===== src/hdl/servo_command_frame_encoder_core_defines.svh =====
// Assertion macros shared by the encoder RTL.
`ifndef SERVO_COMMAND_FRAME_ENCODER_CORE_DEFINES_SVH
`define SERVO_COMMAND_FRAME_ENCODER_CORE_DEFINES_SVH
`ifndef ASSERT_OFF
`define SCFE_ASSERT(lbl, clk, rst_n, prop) \
    lbl: assert property (@(posedge clk) disable iff (!rst_n) prop) \
        else $error("scfe: property violated");
`define SCFE_NEVER(lbl, clk, rst_n, cond) \
    lbl: assert property (@(posedge clk) disable iff (!rst_n) !(cond)) \
        else $error("scfe: forbidden condition seen");
`else
`define SCFE_ASSERT(lbl, clk, rst_n, prop)
`define SCFE_NEVER(lbl, clk, rst_n, cond)
`endif
`endif


===== src/hdl/scfe_pkg.sv =====
package scfe_pkg;

    localparam int MAX_SERVO = 4;

    // servo 0 range limits, degrees
    localparam logic signed [15:0] ANG0_MAX = 16'sd81;
    localparam logic signed [15:0] ANG0_MIN = -16'sd54;
    localparam logic signed [16:0] ANG_OFFSET = 17'sd135;
    localparam logic signed [16:0] ANG_SPAN = 17'sd270;

    localparam logic [11:0] PULSE_MIN = 12'd500;
    localparam logic [11:0] PULSE_MAX = 12'd2500;
    localparam logic [13:0] TIME_MAX = 14'd9999;

    // x*200/27: 200 * ceil(2^20/27), result in bits 31:20, at most one too high
    localparam logic [31:0] PULSE_RECIP = 32'd7767400;
    localparam logic [15:0] PULSE_SCALE = 16'd200;
    localparam logic [16:0] PULSE_DIV = 17'd27;

    localparam logic [7:0] CH_BRACE_OPEN = 8'h7B;
    localparam logic [7:0] CH_BRACE_CLOSE = 8'h7D;
    localparam logic [7:0] CH_HASH = 8'h23;
    localparam logic [7:0] CH_ZERO = 8'h30;
    localparam logic [7:0] CH_P = 8'h50;
    localparam logic [7:0] CH_T = 8'h54;
    localparam logic [7:0] CH_BANG = 8'h21;

    // one frame request, digits already in BCD
    typedef struct packed {
        logic [MAX_SERVO-1:0]       mask;
        logic [MAX_SERVO-1:0][15:0] pulse_bcd;
        logic [15:0]                tm_bcd;
    } t_cmd;

endpackage


===== src/hdl/servo_command_frame_encoder_core.sv =====
// Servo command frame encoder.
// Input queue side: push/full. A request carries four signed angles, an
// update mask and a move time; it is taken on a clock edge with push high
// and full low. Result queue side: empty/pop. Each result is one ASCII byte
// of the frame "{" + one "#00iPppppTtttt!" record per set mask bit + "}",
// with o_last_byte set on the closing brace. A byte is taken on an edge with
// pop high and empty low.
// The first byte of a frame passes the five-stage pulse/BCD pipeline, the
// command queue and the output register.
// The output gives one byte per cycle while the receiver pops; a frame is
// 2 + 15 * (set mask bits) bytes, 2 to 62; this serializer sets the rate.
// The front pipeline keeps accepting requests into a four-entry command
// queue while a frame is being sent. When the receiver stalls, the output
// byte holds, the queue fills and then full rises.
// Reset (synchronous, active low) empties the pipeline, the queue and the
// output register; no frame is in progress afterwards.
module servo_command_frame_encoder_core
    import scfe_pkg::*;
#(
    parameter int SERVO_COUNT = 4
) (
    input  logic        i_clk,
    input  logic        i_rst_n,
    input  logic        push,
    output logic        full,
    input  logic [15:0] i_angle_zero,
    input  logic [15:0] i_angle_one,
    input  logic [15:0] i_angle_two,
    input  logic [15:0] i_angle_three,
    input  logic [3:0]  i_update_mask,
    input  logic [13:0] i_move_time,
    output logic        empty,
    input  logic        pop,
    output logic [7:0]  o_out_byte,
    output logic        o_last_byte
);

    t_cmd w_cmd_in;
    t_cmd w_cmd_out;
    logic w_cmd_push;
    logic w_cmd_full;
    logic w_cmd_pop;
    logic w_cmd_empty;

    scfe_front #(
        .SERVO_COUNT(SERVO_COUNT)
    ) u_front (
        .i_clk        (i_clk),
        .i_rst_n      (i_rst_n),
        .i_push       (push),
        .o_full       (full),
        .i_angle_zero (i_angle_zero),
        .i_angle_one  (i_angle_one),
        .i_angle_two  (i_angle_two),
        .i_angle_three(i_angle_three),
        .i_update_mask(i_update_mask),
        .i_move_time  (i_move_time),
        .o_cmd_push   (w_cmd_push),
        .o_cmd        (w_cmd_in),
        .i_cmd_full   (w_cmd_full)
    );

    scfe_fifo u_fifo (
        .i_clk  (i_clk),
        .i_rst_n(i_rst_n),
        .i_push (w_cmd_push),
        .i_cmd  (w_cmd_in),
        .o_full (w_cmd_full),
        .i_pop  (w_cmd_pop),
        .o_empty(w_cmd_empty),
        .o_cmd  (w_cmd_out)
    );

    scfe_back u_back (
        .i_clk      (i_clk),
        .i_rst_n    (i_rst_n),
        .i_cmd_empty(w_cmd_empty),
        .i_cmd      (w_cmd_out),
        .o_cmd_pop  (w_cmd_pop),
        .i_pop      (pop),
        .o_empty    (empty),
        .o_out_byte (o_out_byte),
        .o_last_byte(o_last_byte)
    );

endmodule


===== src/hdl/scfe_front.sv =====
module scfe_front
    import scfe_pkg::*;
#(
    parameter int SERVO_COUNT = 4
) (
    input  logic        i_clk,
    input  logic        i_rst_n,
    input  logic        i_push,
    output logic        o_full,
    input  logic [15:0] i_angle_zero,
    input  logic [15:0] i_angle_one,
    input  logic [15:0] i_angle_two,
    input  logic [15:0] i_angle_three,
    input  logic [3:0]  i_update_mask,
    input  logic [13:0] i_move_time,
    output logic        o_cmd_push,
    output t_cmd        o_cmd,
    input  logic        i_cmd_full
);

    // add-3/shift steps of double dabble over four BCD digits, seven bits per call
    function automatic logic [15:0] dd7(input logic [15:0] bcd_in, input logic [6:0] bits);
        logic [15:0] b;
        b = bcd_in;
        for (int j = 6; j >= 0; j--) begin
            for (int k = 0; k < 4; k++) begin
                if (b[4*k +: 4] >= 4'd5) begin
                    b[4*k +: 4] = b[4*k +: 4] + 4'd3;
                end
            end
            b = {b[14:0], bits[j]};
        end
        return b;
    endfunction

    logic [MAX_SERVO-1:0][15:0] w_angle;
    logic                       w_adv;

    logic [4:0]                 r_v;

    logic [MAX_SERVO-1:0][8:0]  r_s1_x, n_s1_x;
    logic [MAX_SERVO-1:0]       r_s1_lo, n_s1_lo;
    logic [MAX_SERVO-1:0]       r_s1_hi, n_s1_hi;
    logic [MAX_SERVO-1:0]       r_s1_mask, n_s1_mask;
    logic [13:0]                r_s1_time, n_s1_time;

    logic [MAX_SERVO-1:0][11:0] r_s2_q0, n_s2_q0;
    logic [MAX_SERVO-1:0][15:0] r_s2_n, n_s2_n;
    logic [MAX_SERVO-1:0]       r_s2_lo, r_s2_hi, r_s2_mask;
    logic [13:0]                r_s2_time;

    logic [MAX_SERVO-1:0][11:0] r_s3_p, n_s3_p;
    logic [MAX_SERVO-1:0]       r_s3_mask;
    logic [13:0]                r_s3_time;

    logic [MAX_SERVO-1:0][15:0] r_s4_bcd, n_s4_bcd;
    logic [MAX_SERVO-1:0][6:0]  r_s4_low, n_s4_low;
    logic [MAX_SERVO-1:0]       r_s4_mask;
    logic [15:0]                r_s4_tbcd, n_s4_tbcd;
    logic [6:0]                 r_s4_tlow, n_s4_tlow;

    logic [MAX_SERVO-1:0][15:0] r_s5_bcd, n_s5_bcd;
    logic [MAX_SERVO-1:0]       r_s5_mask;
    logic [15:0]                r_s5_tbcd, n_s5_tbcd;

    assign w_angle = {i_angle_three, i_angle_two, i_angle_one, i_angle_zero};

    // whole pipe holds while the last stage waits on a full queue
    assign w_adv  = !(r_v[4] && i_cmd_full);
    assign o_full = !w_adv;

    // stage 1: clamp servo 0 and move time, offset, range flags
    always_comb begin
        logic signed [15:0] a;
        logic signed [16:0] x;
        n_s1_x    = '0;
        n_s1_lo   = '0;
        n_s1_hi   = '0;
        n_s1_mask = '0;
        for (int i = 0; i < SERVO_COUNT; i++) begin
            a = $signed(w_angle[i]);
            if (i == 0) begin
                if (a > ANG0_MAX) begin
                    a = ANG0_MAX;
                end else if (a < ANG0_MIN) begin
                    a = ANG0_MIN;
                end
            end
            x = $signed({a[15], a}) + ANG_OFFSET;
            n_s1_lo[i]   = (x < 17'sd0);
            n_s1_hi[i]   = (x > ANG_SPAN);
            n_s1_x[i]    = x[8:0];
            n_s1_mask[i] = i_update_mask[i];
        end
        n_s1_time = (i_move_time > TIME_MAX) ? TIME_MAX : i_move_time;
    end

    // stage 2: reciprocal multiply, stage 3: fix-up and clamp
    always_comb begin
        logic [31:0] prod;
        logic [16:0] chk;
        logic [11:0] q;
        for (int i = 0; i < MAX_SERVO; i++) begin
            prod       = {23'd0, r_s1_x[i]} * PULSE_RECIP;
            n_s2_q0[i] = prod[31:20];
            n_s2_n[i]  = {7'd0, r_s1_x[i]} * PULSE_SCALE;

            chk = {5'd0, r_s2_q0[i]} * PULSE_DIV;
            q   = (chk > {1'b0, r_s2_n[i]}) ? (r_s2_q0[i] - 12'd1) : r_s2_q0[i];
            if (r_s2_lo[i]) begin
                n_s3_p[i] = PULSE_MIN;
            end else if (r_s2_hi[i]) begin
                n_s3_p[i] = PULSE_MAX;
            end else begin
                n_s3_p[i] = q + PULSE_MIN;
            end
        end
    end

    // stages 4 and 5: binary to BCD in two halves
    always_comb begin
        logic [13:0] p14;
        for (int i = 0; i < MAX_SERVO; i++) begin
            p14         = {2'b00, r_s3_p[i]};
            n_s4_bcd[i] = dd7(16'd0, p14[13:7]);
            n_s4_low[i] = p14[6:0];
            n_s5_bcd[i] = dd7(r_s4_bcd[i], r_s4_low[i]);
        end
        n_s4_tbcd = dd7(16'd0, r_s3_time[13:7]);
        n_s4_tlow = r_s3_time[6:0];
        n_s5_tbcd = dd7(r_s4_tbcd, r_s4_tlow);
    end

    always_ff @(posedge i_clk) begin
        if (!i_rst_n) begin
            r_v <= '0;
        end else if (w_adv) begin
            r_v <= {r_v[3:0], i_push};
        end
    end

    always_ff @(posedge i_clk) begin
        if (w_adv) begin
            r_s1_x    <= n_s1_x;
            r_s1_lo   <= n_s1_lo;
            r_s1_hi   <= n_s1_hi;
            r_s1_mask <= n_s1_mask;
            r_s1_time <= n_s1_time;

            r_s2_q0   <= n_s2_q0;
            r_s2_n    <= n_s2_n;
            r_s2_lo   <= r_s1_lo;
            r_s2_hi   <= r_s1_hi;
            r_s2_mask <= r_s1_mask;
            r_s2_time <= r_s1_time;

            r_s3_p    <= n_s3_p;
            r_s3_mask <= r_s2_mask;
            r_s3_time <= r_s2_time;

            r_s4_bcd  <= n_s4_bcd;
            r_s4_low  <= n_s4_low;
            r_s4_mask <= r_s3_mask;
            r_s4_tbcd <= n_s4_tbcd;
            r_s4_tlow <= n_s4_tlow;

            r_s5_bcd  <= n_s5_bcd;
            r_s5_mask <= r_s4_mask;
            r_s5_tbcd <= n_s5_tbcd;
        end
    end

    assign o_cmd_push      = r_v[4] && !i_cmd_full;
    assign o_cmd.mask      = r_s5_mask;
    assign o_cmd.pulse_bcd = r_s5_bcd;
    assign o_cmd.tm_bcd    = r_s5_tbcd;

endmodule


===== src/hdl/scfe_fifo.sv =====
`include "servo_command_frame_encoder_core_defines.svh"

module scfe_fifo
    import scfe_pkg::*;
(
    input  logic i_clk,
    input  logic i_rst_n,
    input  logic i_push,
    input  t_cmd i_cmd,
    output logic o_full,
    input  logic i_pop,
    output logic o_empty,
    output t_cmd o_cmd
);

    localparam int CMD_DEPTH = 4;
    localparam int PTR_W = $clog2(CMD_DEPTH);

    t_cmd             r_mem [CMD_DEPTH];
    logic [PTR_W-1:0] r_wr_ptr;
    logic [PTR_W-1:0] r_rd_ptr;
    logic [PTR_W:0]   r_count;

    assign o_full  = (r_count == (PTR_W+1)'(CMD_DEPTH));
    assign o_empty = (r_count == '0);
    assign o_cmd   = r_mem[r_rd_ptr];

    always_ff @(posedge i_clk) begin
        if (i_push) begin
            r_mem[r_wr_ptr] <= i_cmd;
        end
    end

    always_ff @(posedge i_clk) begin
        if (!i_rst_n) begin
            r_wr_ptr <= '0;
            r_rd_ptr <= '0;
            r_count  <= '0;
        end else begin
            if (i_push) begin
                r_wr_ptr <= r_wr_ptr + 1'b1;
            end
            if (i_pop) begin
                r_rd_ptr <= r_rd_ptr + 1'b1;
            end
            case ({i_push, i_pop})
                2'b10:   r_count <= r_count + 1'b1;
                2'b01:   r_count <= r_count - 1'b1;
                default: r_count <= r_count;
            endcase
        end
    end

    `SCFE_NEVER(a_no_overflow, i_clk, i_rst_n, i_push && o_full)
    `SCFE_NEVER(a_no_underflow, i_clk, i_rst_n, i_pop && o_empty)

endmodule


===== src/hdl/scfe_back.sv =====
`include "servo_command_frame_encoder_core_defines.svh"

module scfe_back
    import scfe_pkg::*;
(
    input  logic       i_clk,
    input  logic       i_rst_n,
    input  logic       i_cmd_empty,
    input  t_cmd       i_cmd,
    output logic       o_cmd_pop,
    input  logic       i_pop,
    output logic       o_empty,
    output logic [7:0] o_out_byte,
    output logic       o_last_byte
);

    // record layout "#00iPppppTtttt!"
    localparam logic [3:0] POS_HASH  = 4'd0;
    localparam logic [3:0] POS_ZERO0 = 4'd1;
    localparam logic [3:0] POS_ZERO1 = 4'd2;
    localparam logic [3:0] POS_ID    = 4'd3;
    localparam logic [3:0] POS_P     = 4'd4;
    localparam logic [3:0] POS_P3    = 4'd5;
    localparam logic [3:0] POS_P2    = 4'd6;
    localparam logic [3:0] POS_P1    = 4'd7;
    localparam logic [3:0] POS_P0    = 4'd8;
    localparam logic [3:0] POS_T     = 4'd9;
    localparam logic [3:0] POS_T3    = 4'd10;
    localparam logic [3:0] POS_T2    = 4'd11;
    localparam logic [3:0] POS_T1    = 4'd12;
    localparam logic [3:0] POS_T0    = 4'd13;
    localparam logic [3:0] POS_BANG  = 4'd14;

    typedef enum logic [1:0] {
        ST_IDLE,
        ST_REC,
        ST_CLOSE
    } t_state;

    function automatic logic [1:0] lowest(input logic [MAX_SERVO-1:0] m);
        logic [1:0] r;
        r = '0;
        for (int i = MAX_SERVO - 1; i >= 0; i--) begin
            if (m[i]) begin
                r = 2'(i);
            end
        end
        return r;
    endfunction

    t_state               r_state, n_state;
    t_cmd                 r_cmd, n_cmd;
    logic [MAX_SERVO-1:0] r_rem, n_rem;
    logic [MAX_SERVO-1:0] w_rem_after;
    logic [1:0]           r_servo, n_servo;
    logic [3:0]           r_pos, n_pos;
    logic                 r_out_v, n_out_v;
    logic [7:0]           r_out_byte, n_out_byte;
    logic                 r_out_last, n_out_last;
    logic                 w_load;
    logic [7:0]           w_rec_byte;
    logic [15:0]          w_pulse;

    assign w_load      = !r_out_v || i_pop;
    assign w_rem_after = r_rem & ~(MAX_SERVO'(1) << r_servo);
    assign w_pulse     = r_cmd.pulse_bcd[r_servo];

    always_comb begin
        case (r_pos)
            POS_HASH:  w_rec_byte = CH_HASH;
            POS_ZERO0: w_rec_byte = CH_ZERO;
            POS_ZERO1: w_rec_byte = CH_ZERO;
            POS_ID:    w_rec_byte = CH_ZERO | {6'd0, r_servo};
            POS_P:     w_rec_byte = CH_P;
            POS_P3:    w_rec_byte = CH_ZERO | {4'd0, w_pulse[15:12]};
            POS_P2:    w_rec_byte = CH_ZERO | {4'd0, w_pulse[11:8]};
            POS_P1:    w_rec_byte = CH_ZERO | {4'd0, w_pulse[7:4]};
            POS_P0:    w_rec_byte = CH_ZERO | {4'd0, w_pulse[3:0]};
            POS_T:     w_rec_byte = CH_T;
            POS_T3:    w_rec_byte = CH_ZERO | {4'd0, r_cmd.tm_bcd[15:12]};
            POS_T2:    w_rec_byte = CH_ZERO | {4'd0, r_cmd.tm_bcd[11:8]};
            POS_T1:    w_rec_byte = CH_ZERO | {4'd0, r_cmd.tm_bcd[7:4]};
            POS_T0:    w_rec_byte = CH_ZERO | {4'd0, r_cmd.tm_bcd[3:0]};
            POS_BANG:  w_rec_byte = CH_BANG;
            default:   w_rec_byte = CH_BANG;
        endcase
    end

    always_comb begin
        n_state    = r_state;
        n_cmd      = r_cmd;
        n_rem      = r_rem;
        n_servo    = r_servo;
        n_pos      = r_pos;
        n_out_v    = r_out_v && !i_pop;
        n_out_byte = r_out_byte;
        n_out_last = r_out_last;
        o_cmd_pop  = 1'b0;
        case (r_state)
            ST_IDLE: begin
                if (w_load && !i_cmd_empty) begin
                    o_cmd_pop  = 1'b1;
                    n_cmd      = i_cmd;
                    n_rem      = i_cmd.mask;
                    n_servo    = lowest(i_cmd.mask);
                    n_pos      = POS_HASH;
                    n_out_v    = 1'b1;
                    n_out_byte = CH_BRACE_OPEN;
                    n_out_last = 1'b0;
                    n_state    = (i_cmd.mask == '0) ? ST_CLOSE : ST_REC;
                end
            end
            ST_REC: begin
                if (w_load) begin
                    n_out_v    = 1'b1;
                    n_out_byte = w_rec_byte;
                    n_out_last = 1'b0;
                    if (r_pos == POS_BANG) begin
                        n_pos   = POS_HASH;
                        n_rem   = w_rem_after;
                        n_servo = lowest(w_rem_after);
                        n_state = (w_rem_after == '0) ? ST_CLOSE : ST_REC;
                    end else begin
                        n_pos = r_pos + 4'd1;
                    end
                end
            end
            ST_CLOSE: begin
                if (w_load) begin
                    n_out_v    = 1'b1;
                    n_out_byte = CH_BRACE_CLOSE;
                    n_out_last = 1'b1;
                    n_state    = ST_IDLE;
                end
            end
            default: begin
                n_state = ST_IDLE;
            end
        endcase
    end

    always_ff @(posedge i_clk) begin
        if (!i_rst_n) begin
            r_state <= ST_IDLE;
            r_pos   <= POS_HASH;
            r_out_v <= 1'b0;
        end else begin
            r_state    <= n_state;
            r_pos      <= n_pos;
            r_out_v    <= n_out_v;
            r_cmd      <= n_cmd;
            r_rem      <= n_rem;
            r_servo    <= n_servo;
            r_out_byte <= n_out_byte;
            r_out_last <= n_out_last;
        end
    end

    assign o_empty     = !r_out_v;
    assign o_out_byte  = r_out_byte;
    assign o_last_byte = r_out_last;

    `SCFE_ASSERT(a_rec_servo_pending, i_clk, i_rst_n, (r_state == ST_REC) |-> r_rem[r_servo])
    `SCFE_NEVER(a_pos_in_record, i_clk, i_rst_n, r_pos > POS_BANG)
    `SCFE_ASSERT(a_close_ends_frame, i_clk, i_rst_n, (r_state == ST_CLOSE) && w_load |=> (r_state == ST_IDLE) && r_out_last)

endmodule

===== config.mk =====
export PLATFORM = sky130hd
export DESIGN_NAME = servo_command_frame_encoder_core
export DESIGN_NICKNAME = d
export VERILOG_FILES = /design/src/hdl/scfe_pkg.sv /design/src/hdl/servo_command_frame_encoder_core.sv /design/src/hdl/scfe_front.sv /design/src/hdl/scfe_fifo.sv /design/src/hdl/scfe_back.sv
export VERILOG_INCLUDE_DIRS = /design/src /design/src/hdl
export SDC_FILE = /design/constraint.sdc
export NUM_CORES = 2
export LEC_CHECK = 0
export BUFFER_PORTS_ARGS = -buffer_cell sky130_fd_sc_hd__buf_2
export CAP_MARGIN = 20
export CORE_MARGIN = 2
export CORE_UTILIZATION = 45
export DETAILED_ROUTE_END_ITERATION = 10
export PLACE_DENSITY = 0.68
export SETUP_SLACK_MARGIN = 0.5
export SYNTH_ARGS = -nofsm -noshare
export SYNTH_HDL_FRONTEND = slang
export SYNTH_SLANG_ARGS = --single-unit

===== constraint.sdc =====
create_clock -name i_clk -period 15 [get_ports i_clk]
set_input_delay 2.25 -clock i_clk [delete_from_list [all_inputs] [get_ports i_clk]]
set_output_delay 2.25 -clock i_clk [all_outputs]
set_load 0.1 [all_outputs]

==> impl_metrics.json <==
{
  "rr_startpoint": "u_front.r_s2_q0[14]",
  "synth_top_area_share_pct": 38.9,
  "multi_input_area_um2": 34500,
  "fmax_mhz": 135,
  "rows": 137,
  "slowest_stage": "nor2_1",
  "slowest_delay_ns": 0.78,
  "slew_violations": 0,
  "area_growth_pct": 8.71,
  "seq_area_frac_synth_pct": 39.6,
  "cts_tree": "done",
  "ff_latch_area_um2": 24900,
  "hpwl_um": 88300,
  "final.setup.worst_slack_ns": 7.60,
  "portBuffers": 95,
  "synth.avg_cell_area_um2": 11.1,
  "final_nets": 6847,
  "fillers": 12400,
  "final-setup-viol-count": 0,
  "cts_made_buffers": 92,
  "drcViolationCount": 0,
  "synthTopCellsByCount": "inv_1 (830), edfxtp_1 (816), ha_1 (712)",
  "yosysUniqueCellTypes": 132,
  "grt_first_pass_wirelength_um": 202000,
  "grt_pass1_vias": 40900,
  "hold_violations": 0,
  "status": "finished clean",
  "min_period_ns": 7.40,
  "drtIter0Drc": 2561,
  "htree_levels": 3,
  "die_h_um": 378,
  "core_um2": 139000,
  "dieWidth_um": 378,
  "place_ws_ns": 7.70,
  "drv_cap": 0,
  "rsz0062_at_grt": "no",
  "end_kind": "flip-flop",
  "synth_area_leaders": "edfxtp_1 (39%), ha_1 (14%), fa_1 (8.4%), inv_1 (4.9%), xnor2_1 (3.5%)",
  "fin_crit_sh_pct": 49.3,
  "wl_per_cell_um": 15.6,
  "cts.sinks": 837,
  "path_clk_slew_ns": 0.06,
  "die-area_um2": 143000,
  "synth_nets": 6756,
  "dr.pass1.iters": 7,
  "cp_common_cell": "a21oi_1",
  "worst_pin_slew_ns": 1.08,
  "cp_max_fo": 15,
  "synth_seq_cells": 837,
  "cts_resized": 0,
  "drt-total-wl_um": 121000,
  "vias": 41300,
  "hold_class": "reg -> reg",
  "grt_max_degree": 96,
  "path_class": "reg -> reg",
  "place.gp.congestion": 0.896,
  "initial_utilization_pct": 45.3,
  "clk_latency_ns": 0.70,
  "synthArstFlopShare_pct": 0,
  "synthCells": 5693,
  "grt.overflow.total": 0,
  "syn_area_um2": 63000,
  "post_cts.repair.setup_buffers": 0,
  "clock-root-buffer": "clkbuf_16",
  "setup_tns_ns": 0,
  "synth_ff_type": "edfxtp_1",
  "hold_ws_ns": 0.415,
  "floorplan.io_pins": 97,
  "clock_skew_ns": 0.0263,
  "synth_edf_count": 816,
  "cts_hold_buf": 0,
  "arrival_ns": 7.85,
  "slew_headroom_pct": 27.8,
  "cp_data_required_time_ns": 15.45,
  "grt_use_total_pct": 17.1,
  "synth.most_common_cell": "inv_1",
  "final_antenna_net_count": 0,
  "yosysTopAreaCell": "edfxtp_1",
  "startpoint": "u_front.r_s2_q0[14]",
  "critPathLaunchType": "flip-flop",
  "drive_gt1_share_pct": 8.59,
  "min_from": "u_front.r_s1_time[2]",
  "vias_per_cell": 5.33,
  "diodes": 0,
  "synth_warnings": 0,
  "clockBufferDepth": 3,
  "antenna_found_initial": 0
}
final timing paths:
| check | end | slack, ns | cells after the start |
|---|---|---|---|
| worst max register to register | u_front.r_s3_p[23] | 7.60 | 32 |
| worst max-delay path | u_front.r_s3_p[23] | 7.60 | 32 |
| worst min register to register | u_front.r_s2_time[2] | 0.42 | 0 |
| worst min-delay path | u_front.r_s2_time[2] | 0.42 | 0 |
through the flow:
step | instances | utilization (%) | instance area [um^2]
after floorplan | 5693 | - | 63000
after global placement | 7564 | 47.1 | 65500
after detailed placement | 7564 | 47.1 | 65500
after CTS | 7731 | 49.2 | 68500
after global routing | 7733 | 49.2 | 68500
final | 7733 | 49.2 | 68500
layout by cell type, fill, tap and decap left out, drive strengths merged, types with 95 or more instances in the layout:
| master | count |
|---|---|
| mux4 | 95 |
| nor2 | 297 |
| edfxtp | 816 |
| nor3 | 99 |
| a21oi | 295 |
| o21ai | 297 |
| clkbuf | 102 |
| ha | 712 |
| nand2 | 296 |
| buf | 116 |
| xnor2 | 264 |
| inv | 847 |
| fa | 265 |
state kept, by name (all words and copies together), names as in the netlist, 5 cells and up, named ones only:
signal and count:
u_front.r_s3_time 14, u_front.r_s1_time 14, u_front.r_s5_tbcd 16, u_back.r_cmd 76, u_front.r_s4_tbcd 9, u_front.n_s4_low 28
u_front.r_s4_tlow 7, u_front.r_s2_time 14, u_front.o_cmd 60, u_front.r_s4_bcd 24, u_front.r_s1_x 36, u_front.r_s3_p 16
u_front.r_s4_low 24, u_fifo.r_mem 320, u_front.r_s2_n 52, u_front.r_v 5, u_back.o_out_byte 7, u_front.r_s2_q0 48
layer usage:
metal	up-vias	part of all wire, %	global-route usage, %	wire [um]
li1	20600	-	-	-
met1	19800	46	22.6	55100
met2	702	49	29.4	58700
met3	163	3.6	2.30	4350
met4	0	2.1	4.39	2590
met5	-	0	0	0
area by class of cell:
type                            instances  area share, %
Clock inverter                         65          0.853
Sequential cell                       837           36.4
Multi-Input combinational cell       3892           50.3
Timing Repair Buffer                  116          0.950
Inverter                              845           4.64
Clock buffer                          102           3.45
Tap cell                             1876           3.43
cells by family (layout without fill, tap and decap cells):
logic type | Yosys count | after routing | synth area share (%)
AO/OA/AOI/OAI | 1233 | 1233 | 13.2
XOR/XNOR | 330 | 330 | 4.77
adder cells (fa/ha/maj) | 978 | 978 | 22.6
buffers and inverters | 964 | 1128 | 5.80
flip-flops | 837 | 837 | 39.6
multiplexers | 189 | 189 | 5.05
other | 1 | 1 | 0.00595
AND/OR/NAND/NOR | 1161 | 1161 | 9.04
worst max-delay path, delay by kind of cell, from the launching register on:
family / cells / cell delay (ns)
compound gates: 15 / 2.56
fa+ha+maj: 5 / 1.97
simple gates: 6 / 1.58
flops: 1 / 0.50
buf+inv: 4 / 0.30
xor+xnor: 2 / 0.23
Power is left out: the tool's default activity adds up to more than one toggle a clock period on the data nets, which glitch-free logic cannot reach.
